[src/mmss_pkg.sv]
// ----------------------------------------------------------------------------
// mmss_pkg
// Shared constants and controller/datapath handshake types for the maximum
// median subarray search block.
// ----------------------------------------------------------------------------
package mmss_pkg;

	localparam int DATA_W           = 16;
	localparam int LEN_W            = 13;
	localparam int MAX_ITEMS_DEF    = 4096;
	localparam int VALUE_BITS_DEF   = 16;
	localparam logic [LEN_W-1:0] MIN_LENGTH_RESET = LEN_W'(1);

	// Commands from the controller to the datapath.
	typedef struct packed {
		logic load_wr;
		logic search_init;
		logic pass_init;
		logic issue;
		logic decide;
		logic out_load;
	} mmss_cmd_t;

	// Status from the datapath to the controller.
	typedef struct packed {
		logic search_done;
		logic last_issue;
		logic out_busy;
	} mmss_status_t;

endpackage

[src/mmss_ctrl.sv]
// ----------------------------------------------------------------------------
// mmss_ctrl
// Sequencer: loads the sequence, then runs one scan of the stored values per
// threshold of the binary search and hands the result to the output stage.
// ----------------------------------------------------------------------------
module mmss_ctrl
	import mmss_pkg::*;
(
	input  logic         clk,
	input  logic         arst_n,
	input  logic         in_valid,
	input  logic         in_last,
	output logic         in_ready,
	input  mmss_status_t status,
	output mmss_cmd_t    cmd
);

	typedef enum logic [2:0] {
		ST_LOAD,
		ST_START,
		ST_PASS,
		ST_RUN,
		ST_DRAIN,
		ST_DECIDE,
		ST_FINISH
	} state_t;

	state_t state_q;

	always_ff @(posedge clk or negedge arst_n) begin
		if (!arst_n) begin
			state_q <= ST_LOAD;
		end else begin
			unique case (state_q)
				ST_LOAD: begin
					if (in_valid && in_last) begin
						state_q <= ST_START;
					end
				end
				ST_START: begin
					state_q <= ST_PASS;
				end
				ST_PASS: begin
					state_q <= status.search_done ? ST_FINISH : ST_RUN;
				end
				ST_RUN: begin
					if (status.last_issue) begin
						state_q <= ST_DRAIN;
					end
				end
				ST_DRAIN: begin
					state_q <= ST_DECIDE;
				end
				ST_DECIDE: begin
					state_q <= ST_PASS;
				end
				ST_FINISH: begin
					if (!status.out_busy) begin
						state_q <= ST_LOAD;
					end
				end
				default: begin
					state_q <= ST_LOAD;
				end
			endcase
		end
	end

	assign in_ready = (state_q == ST_LOAD);

	always_comb begin
		cmd             = '0;
		cmd.load_wr     = (state_q == ST_LOAD) && in_valid;
		cmd.search_init = (state_q == ST_START);
		cmd.pass_init   = (state_q == ST_PASS) && !status.search_done;
		cmd.issue       = (state_q == ST_RUN);
		cmd.decide      = (state_q == ST_DECIDE);
		cmd.out_load    = (state_q == ST_FINISH) && !status.out_busy;
	end

endmodule

[config.mk]
export PLATFORM = sky130hd
export DESIGN_NAME = mmss_ctrl
export DESIGN_NICKNAME = d
export VERILOG_FILES = /design/src/mmss_pkg.sv /design/src/mmss_ctrl.sv
export SDC_FILE = /design/constraint.sdc
export NUM_CORES = 1
export LEC_CHECK = 0
export BUFFER_PORTS_ARGS = -buffer_cell sky130_fd_sc_hd__buf_4
export CAP_MARGIN = 20
export CORE_AREA = 2 2 39 41
export CTS_CLUSTER_SIZE = 10
export DETAILED_ROUTE_END_ITERATION = 10
export DIE_AREA = 0 0 41 43
export GPL_ROUTABILITY_DRIVEN = 0
export PLACE_DENSITY = 0.39
export SLEW_MARGIN = 5
export SYNTH_ARGS = -nofsm -noshare
export SYNTH_HDL_FRONTEND = slang
export SYNTH_SLANG_ARGS = --single-unit
[constraint.sdc]
create_clock -name clk -period 1.45 [get_ports clk]
set_clock_uncertainty 0.15 [all_clocks]
set_input_delay 0.0725 -clock clk [delete_from_list [all_inputs] [get_ports clk]]
set_output_delay 0.0725 -clock clk [all_outputs]
set_load 0.03 [all_outputs]
==> metrics.md, run 1 <==
| Metric | Value |
|---|---|
| Outcome | complete, no violations |
| RR Endpoint | state_q[2] |
| Via Count | 257 |
| Worst-Margin Slew | 216 ps |
| DRT antenna net count | 0 |
| Largest family of logic cells by synthesized area | simple AND/OR/NAND/NOR gates |
| Ant. Diodes | 0 |
| Die Span Y | 43 um |
| Lkg Pwr | 0.203 nW |
| Slew Viols, Final | 0 |
| Biggest regs | state_q: 3 flops |
| Final Hold Violating Endpoints | 0 |
| Share of cells above drive strength 1 | 0.609 |
| Cell Rows | 14 |
| Die W | 41 um |
| DIE AREA | 1760 um2 |
| Core area | 1380 um2 |
| First-pass GRT wire length | 959 um |
| Crit path DAT | 1220 ps |
| Initial antenna violation count | 0 |
| FF-to-FF Start | state_q[1] |
| Post-Synth Simple-Gate Area | 0.367 |
| Final WS setup | 9.91 ps |
| Max Freq | 0.694 GHz |
| GRT Residual Overflow | 0 |
| Compound-Gate Fraction of Synth Area | 0.172 |
| Kind of critical path | reg -> out |
| Final wirelength | 626 um |
| Initial Utilization | 0.153 |
| Post-route clock period utilization | 0.993 |
| CTS buffer count | 3 |
| Biggest register | state_q |
| DR pass1 iterations | 2 |
| Post-synthesis adder-cell area fraction | 0 |
| Syn_area_per_cell | 8.81 um2 |
| Hold crit path type | in -> reg |
| XOR/XNOR Fraction of Synth Area | 0 |
| RSZ-0062 raised after global routing | yes |
| H-Tree Depth | 1 |
| FF+latch count, synth | 3 |
| Synth warn | 0 |
| Worst vdd ir | 0.629 mV |
| Root Buffer | clkbuf_4 |
| CTS tree | done |
| Critical path capture point | cmd[0] |
| Pwr Density | 2140 nW/um2 |
| Slew headroom | 0.855 |
| Wire per inst | 10.1 um |
| Fillers | 157 |
| Post-synth design cell area | 211 um2 |
| Max Cap Violations | 0 |
| Final worst path period need | 1440 ps |
| Nets | 54 |
| Synth cell types | 17 |
| CP Launch Type | register |
| Clock slew at reported path FFs | 40 ps |
| Worst-skew pair later-pin latency | 230 ps |
| R2R depth | 3 |
| IO buf count | 13 |
| Setup crit start | state_q[1] |
| Post-route DRC | 0 |
| Commonest non-fill, non-tap cell in the layout | buf_4 |
| Number of global-route vias before repair | 245 |
| Most frequent cells in the layout | buf_4 (16), nor3b_1 (3), clkbuf_4 (3), dfrtp_2 (3) |
| Mean number of vias per cell | 4.15 |
| Sequential fraction of the synthesis area | 0.355 |
| Top-area cell type share of the netlist area | 0.355 |
| IO Count | 14 |
| Yosys top cell by area | dfrtp_1 |
| Mapped Cells | 24 |
| Mux contribution to synthesized area | 0.0533 |
| Syn nets | 31 |
| Max Buffers Root-to-Sink | 2 |
| Max reg flops | 3 |
| Largest net degree at the start of global routing | 9 |
| Setup crit end kind | output port |
| Dpl ws | 177 ps |
| Layout Area Growth over Synthesis | 103% |
| Setup slack, reg-to-reg | 230 ps |
| Setup violators final | 0 |
| TNS Setup | 0 ps |
| Crit path max fanout | 7 |
| Top post-synthesis cells by area | dfrtp_1 (36%), nor3b_1 (11%), nor3_1 (7.1%), mux2_1 (5.3%), a211o_1 (4.1%) |
| DR iter-0 viols | 4 |
| GRT Total Usage | 0.0885 |
| CTS sink count | 3 |
| Req. time, crit path | 1230 ps |
[synth_stat cells]
library cell / instances
a211o_1: 1
a21boi_1: 1
a21oi_1: 1
and2_1: 1
and2b_1: 1
and3_1: 1
buf_4: 1
dfrtp_1: 3
inv_2: 1
mux2_1: 1
nand2_1: 2
nand2b_2: 1
nor2_1: 1
nor3_1: 3
nor3b_1: 3
o22ai_1: 1
o32ai_1: 1
[power by group]
part / switching, mW / total, mW / internal, mW
registers: 0.0968 / 0.228 / 0.132
logic: 0.272 / 0.544 / 0.272
clock network: 0.0440 / 0.147 / 0.103
total: 0.413 / 0.920 / 0.507
[worst min path at each step]
stage          slack [ps]    endpoint      start  depth (start not counted)
6_report               10  state_q[1]  status[0]                          3
3_5_place_dp         -280  state_q[1]     arst_n                          1
4_1_cts                 7  state_q[0]     arst_n                          2
3_3_place_gp         -290  state_q[1]     arst_n                          1
5_1_grt                20  state_q[0]     arst_n                          2
2_1_floorplan        -370  state_q[0]     arst_n                          0
[per-layer routing]
layer | GRT usage | wire (um)
met3 | 0.0628 | 46
met2 | 0.122 | 361
met4 | 0.0800 | 0
met1 | 0.0809 | 218
met5 | 0 | 0
[worst max-delay path, cell delays in order (launching register included)]
cell     delay (ps)
dfrtp_2         470
and2b_1         200
and3_1          190
buf_6           130
[metrics by stage]
stage | util | area (um2) | cells | hold WS [ps] | power [mW]
after floorplan | - | 224 | 24 | -373 | 0.515
after global placement | 0.241 | 334 | 52 | -285 | 0.656
after detailed placement | 0.241 | 334 | 52 | -285 | 0.652
after CTS | 0.278 | 384 | 58 | 7.12 | 0.821
after global routing | 0.310 | 429 | 62 | 18.7 | 1.00
final | 0.310 | 429 | 62 | 12.6 | 0.920
[area by class of cell]
cell class | count | area (um2) | area share
Clock buffer | 4 | 26.3 | 0.0612
Sequential cell | 3 | 78.8 | 0.184
Tap cell | 16 | 20.0 | 0.0466
Inverter | 1 | 3.75 | 0.00875
Multi-Input combinational cell | 19 | 149 | 0.347
Timing Repair Buffer | 19 | 151 | 0.353
[timing repair]
action	4_1_cts	5_1_grt
hold endpoints to repair	5	0
setup endpoints to repair	3	5
gates resized for setup	3	3
buffers inserted	0	4
hold buffers	2	0
[kinds of logic (layout without fill, tap and decap cells)]
| kind of cell | Yosys count | after routing |
|---|---|---|
| flip-flops | 3 | 3 |
| AO/OA/AOI/OAI | 5 | 5 |
| buffers and inverters | 2 | 24 |
| AND/OR/NAND/NOR | 13 | 13 |
| multiplexers | 1 | 1 |
Note: power is estimated with default switching activity, not from simulation.
==> run 2: changes to the inputs <==
- GPL_TIMING_DRIVEN: default -> 0
- SETUP_SLACK_MARGIN: default -> 0.1
==> run 2 against run 1 <==
Net effect: combinational power grew 7.5%; total power is 0.79% lower; die area stayed put; via count is 1.6% higher; global-route usage decreased by 0.50 points; maximum frequency grew 4.4%; flip-flop and latch count stayed put; first-iteration DRC count fell by 25%; sequential power down 18%; critical path depth is the same; sequential share of layout area shrank 1.0 points; design area increased by 4.4%; critical path type unchanged; highest routed layer unchanged.
==> metrics.md, run 2 (synthesis gave the netlist of run 1 again) <==
| Metric | Value |
|---|---|
| Outcome | complete, no violations (unchanged) |
| Post-route clock period utilization | 0.952 (was 0.993) |
| Nets | 55 (was 54) |
| Pwr Density | 2040 nW/um2 (was 2140 nW/um2) |
| Biggest register | state_q (unchanged) |
| Total Power | 912 uW (was 920 uW) |
| Worst-Margin Slew | 253 ps (was 216 ps) |
| GRT Residual Overflow | 0 (unchanged) |
| Number of global-route vias before repair | 256 (was 245) |
| Crit path DAT | 1160 ps (was 1220 ps) |
| Lkg Pwr | 0.209 nW (was 0.203 nW) |
| GRT Max-Usage Layer | met2 (unchanged) |
| Root Buffer | clkbuf_4 (unchanged) |
| DRT antenna net count | 0 (unchanged) |
| Share of cells above drive strength 1 | 0.596 (was 0.609) |
| Kind of critical path | reg -> out (unchanged) |
| Most frequent cells in the layout | buf_4 (13), buf_6 (4), nor3b_1 (3), clkbuf_4 (3), dlygate4sd3_1 (3) (was buf_4 (16), nor3b_1 (3), clkbuf_4 (3), dfrtp_2 (3)) |
| Fillers | 152 (was 157) |
| DR iter-0 viols | 3 (was 4) |
| IO buf count | 13 (unchanged) |
| Post-route DRC | 0 (unchanged) |
| Crit path max fanout | 8 (was 7) |
| Initial antenna violation count | 0 (unchanged) |
| Max Buffers Root-to-Sink | 2 (unchanged) |
| Mean number of vias per cell | 4.14 (was 4.15) |
| First-pass GRT wire length | 938 um (was 959 um) |
| Clock slew at reported path FFs | 30 ps (was 40 ps) |
| Slew headroom | 0.831 (was 0.855) |
| Commonest non-fill, non-tap cell in the layout | buf_4 (unchanged) |
| Final Hold Violating Endpoints | 0 (unchanged) |
| Final Non-Filler Cells | 63 (was 62) |
| Setup violators final | 0 (unchanged) |
| Final wirelength | 585 um (was 626 um) |
| Hpwl dp | 427 um |
| Hold crit path type | in -> async (was in -> reg) |
| CP Launch Type | register (unchanged) |
| Max reg flops | 3 (unchanged) |
| GRT Total Usage | 0.0835 (was 0.0885) |
| Seq. cell area | 77.6 um2 (was 78.8 um2) |
| Req. time, crit path | 1230 ps (about the same) |
| DR pass1 iterations | 2 (unchanged) |
| CTS buffer count | 3 (unchanged) |
| Ant. Diodes | 0 (unchanged) |
| Largest net degree at the start of global routing | 9 (unchanged) |
| Initial Utilization | 0.153 (unchanged) |
| Worst-skew pair later-pin latency | 220 ps (was 230 ps) |
| CTS sink count | 3 (unchanged) |
| Multi-input gate area | 148 um2 (was 149 um2) |
| Wire per inst | 9.29 um (was 10.1 um) |
| CTS tree | done (unchanged) |
| Max Cap Violations | 0 (unchanged) |
| Die Span Y | 43 um (unchanged) |
| Met3 GRT Util | 0.0314 (was 0.0628) |
| Slew Viols, Final | 0 (unchanged) |
| Biggest regs | state_q: 3 flops (unchanged) |
| Final worst path period need | 1380 ps (was 1440 ps) |
| DIE AREA | 1760 um2 (unchanged) |
| Setup crit end kind | output port (unchanged) |
| GR Util met1 | 0.0777 (was 0.0809) |
| Final core occ | 0.324 (was 0.310) |
| Max Freq | 0.725 GHz (was 0.694 GHz) |
| H-Tree Depth | 1 (unchanged) |
| Worst vdd ir | 0.477 mV (was 0.629 mV) |
| RSZ-0062 raised after global routing | yes (unchanged) |
| Via Count | 261 (was 257) |
| IO Count | 14 (unchanged) |
| Die W | 41 um (unchanged) |
| Core area | 1380 um2 (unchanged) |
| Inst Count DP | 53 (was 52) |
| Met2 global-route usage | 0.128 (was 0.122) |
| Layout Area Growth over Synthesis | 112% (was 103%) |
| Cell Rows | 14 (unchanged) |
[run 2: report_power, final]
group | total (mW) | leakage [nW] | internal [mW] | switching (mW)
Combinational | 0.585 | 0.158 | 0.283 | 0.302
Sequential | 0.187 | 0.0351 | 0.129 | 0.0579
Clock | 0.141 | 0.0150 | 0.103 | 0.0378
[run 2: metal layers]
layer	up-vias	share of wire
li1	136	-
met1	118	0.39
met2	7	0.56
met3	0	0.051
met4	0	0
met5	-	0
[run 2: what timing repair did]
action / in CTS / in global routing
hold buffers: 3 / 0
pin swaps: 2 / 0
gates resized for setup: 7 / 1
buffers inserted: 3 / 0
endpoints found under the setup margin: 6 / 6
hold endpoints to repair: 5 / 0
[run 2: per-stage QoR]
step / hold WS [ps] / setup slack [ps] / area (um2) / TNS, ps
6_report: 23.1 / 70.1 / 448 / 0
5_1_grt: 31.4 / 7.73 / 448 / 0
4_1_cts: 19.3 / 65.9 / 443 / 0
3_5_place_dp: -287 / 189 / 342 / 0
3_3_place_gp: -289 / 173 / 342 / 0
2_1_floorplan: -373 / -65.4 / 224 / -81.3
[run 2: layout make-up]
class,instances,share of cell area
timing repair buffer,19,0.360
multi-input combinational,19,0.330
sequential,3,0.173
clock buffer,4,0.0587
tap,16,0.0447
buffer,1,0.0251
inverter,1,0.00838
[run 2: critical path, stage by stage, from the launching register on]
cell	delay [ps]
dfrtp_2	440
and2b_1	190
and3_4	170
buf_6	130
[run 2: final timing paths]
kind                              end  cells after the start       start  slack [ps]
setup / recovery               cmd[0]                      3  state_q[1]          70
hold / removal             state_q[2]                      2      arst_n          20
setup reg to reg           state_q[2]                      4  state_q[1]         160
hold reg to reg            state_q[1]                      1  state_q[1]         420
max in group asynchronous  state_q[1]                      2      arst_n        1020
min in group clk           state_q[0]                      3   status[2]          30
==> run 3: changes to the inputs <==
- PLACE_DENSITY: 0.39 -> 0.41
- clock period: 1.45 -> 1.2 ns (I/O delays scaled with it)
==> run 3 against run 2 <==
Net effect: die area is the same; highest routed layer unchanged; first-iteration DRC count grew 67%; clock power grew 24%; largest cell class unchanged; non-clock buffer count grew 8; flip-flop and latch count is the same; design area grew 30%; largest power group unchanged; the run now ends with negative hold slack, negative setup slack left.
==> metrics.md, run 3 (synthesis gave the netlist of run 1 again) <==
| Metric | Value |
|---|---|
| Outcome | finished with violations (was complete, no violations) |
| Violated checks | negative hold slack, negative setup slack |
| Max Cap Violations | 0 (unchanged) |
| Worst vdd ir | 0.964 mV (was 0.477 mV) |
| GRT Residual Overflow | 0 (unchanged) |
| Post-route DRC | 0 (unchanged) |
| Crit path DAT | 1140 ps (was 1160 ps) |
| Core area | 1380 um2 (unchanged) |
| Req. time, crit path | 990 ps (was 1230 ps) |
| GRT Total Usage | 0.0926 (was 0.0835) |
| Crit path max fanout | 6 (was 8) |
| Total Power | 1.51 mW (was 912 uW) |
| Depth of the worst hold-timing path | 3 |
| Dpl ws | -158 ps (was 189 ps) |
| Max reg flops | 3 (unchanged) |
| Nets | 63 (was 55) |
| CTS tree | done (unchanged) |
| RSZ-0062 raised after global routing | yes (unchanged) |
| Initial Utilization | 0.153 (unchanged) |
| Die W | 41 um (unchanged) |
| Final Hold Violating Endpoints | 1 (was 0) |
| CP Launch Type | register (unchanged) |
| Initial antenna violation count | 0 (unchanged) |
| WHS | -0.826 ps (was 23.1 ps) |
| IO Count | 14 (unchanged) |
| Setup crit end kind | output port (unchanged) |
| IO buf count | 13 (unchanged) |
| Final wirelength | 681 um (was 585 um) |
| Number of global-route vias before repair | 292 (was 256) |
| DR iter-0 viols | 5 (was 3) |
| Worst-Margin Slew | 190 ps (was 253 ps) |
| Biggest regs | state_q: 3 flops (unchanged) |
| Hold crit path type | in -> reg (was in -> async) |
| CTS buffer count | 3 (unchanged) |
| Wire per inst | 9.59 um (was 9.29 um) |
| CTS sink count | 3 (unchanged) |
| Kind of critical path | reg -> out (unchanged) |
| Largest net degree at the start of global routing | 9 (unchanged) |
| Final WS setup | -153 ps (was 70.1 ps) |
| Layout Area Growth over Synthesis | 176% (was 112%) |
| Clock slew at reported path FFs | 40 ps (was 30 ps) |
| H-Tree Depth | 1 (unchanged) |
| Hpwl dp | 429 um (was 427 um) |
| Ant. Diodes | 0 (unchanged) |
| Max Buffers Root-to-Sink | 2 (unchanged) |
| R2R depth | 4 (unchanged) |
| Max Freq | 0.739 GHz |
| Share of cells above drive strength 1 | 0.745 (was 0.596) |
| Final worst path period need | 1350 ps |
| Biggest register | state_q (unchanged) |
| Setup violators final | 9 (was 0) |
| Fillers | 137 (was 152) |
| Slew headroom | 0.873 (was 0.831) |
| DRT antenna net count | 0 (unchanged) |
| Worst-skew pair later-pin latency | 230 ps (was 220 ps) |
| Most frequent cells in the layout | buf_4 (14), buf_6 (10), dlygate4sd3_1 (4), clkbuf_4 (3) (was buf_4 (13), buf_6 (4), nor3b_1 (3), clkbuf_4 (3), dlygate4sd3_1 (3)) |
| Pwr Density | 2580 nW/um2 (was 2040 nW/um2) |
| Post-route clock period utilization | 1.13 |
| DR pass1 iterations | 4 (was 2) |
| Via Count | 279 (was 261) |
| Slew Viols, Final | 0 (unchanged) |
| Lkg Pwr | 0.270 nW (was 0.209 nW) |
| First-pass GRT wire length | 1090 um (was 938 um) |
| Cell Rows | 14 (unchanged) |
| Commonest non-fill, non-tap cell in the layout | buf_4 (unchanged) |
| DIE AREA | 1760 um2 (unchanged) |
| Root Buffer | clkbuf_4 (unchanged) |
| Mean number of vias per cell | 3.93 (was 4.14) |
| Die Span Y | 43 um (unchanged) |
==> run 3: cell count changes in the layout (fill, tap and decap cells not counted), sizes merged <==
| cell | before | now |
|---|---|---|
| buf | 17 | 24 |
| dlygate4sd3 | 3 | 4 |
==> run 3: final timing paths <==
check                           startpoint         end  slack, ps
worst max-delay path            state_q[1]      cmd[0]       -150
worst min-delay path             status[1]  state_q[0]       -0.8
worst max register to register  state_q[1]  state_q[0]       -100
worst min register to register  state_q[1]  state_q[1]        430
max in group asynchronous           arst_n  state_q[2]        190
min in group asynchronous           arst_n  state_q[1]        550
==> run 3: layout make-up <==
cell class                      count  area (um2)  area share
Clock buffer                        4        26.3      0.0451
Tap cell                           16        20.0      0.0343
Buffer                              1        11.3      0.0193
Sequential cell                     3        77.6       0.133
Inverter                            1        8.76      0.0150
Timing Repair Buffer               27         246       0.423
Multi-Input combinational cell     19         193       0.330
==> run 3: metal layers <==
metal | part of all wire | global-route usage | vias up | wire [um]
met5 | 0 | 0 | - | 0
li1 | - | - | 149 | -
met4 | 0 | 0.0800 | 0 | 0
met1 | 0.41 | 0.0909 | 123 | 276
met2 | 0.54 | 0.153 | 7 | 369
met3 | 0.051 | 0.0157 | 0 | 35
==> run 3: critical path, stage by stage, from the launching register on <==
cell and delay, ps:
dfrtp_2 450, and2b_1 190, and3_4 150, buf_6 130
==> run 3: what timing repair did <==
item	CTS	global route
pin swaps	6	2
setup endpoints to repair	10	10
gates resized for setup	15	1
hold buffers	4	0
setup buffers	9	1
endpoints found under the hold margin	5	0
==> run 3: power by group <==
part | switching [mW] | internal (mW)
clock | 0.0505 | 0.124
combinational | 0.500 | 0.604
sequential | 0.0716 | 0.156
==> run 3: per-stage QoR <==
stage	setup TNS (ps)	cells	utilization	area, um2	hold WS [ps]
after global routing	-1650	71	0.421	583	6.46
after detailed placement	-224	53	0.276	382	-300
final	-1190	71	0.421	583	-0.826
after global placement	-210	53	0.276	382	-301
after floorplan	-316	24	-	264	-386
after CTS	-1160	70	0.414	573	-4.26
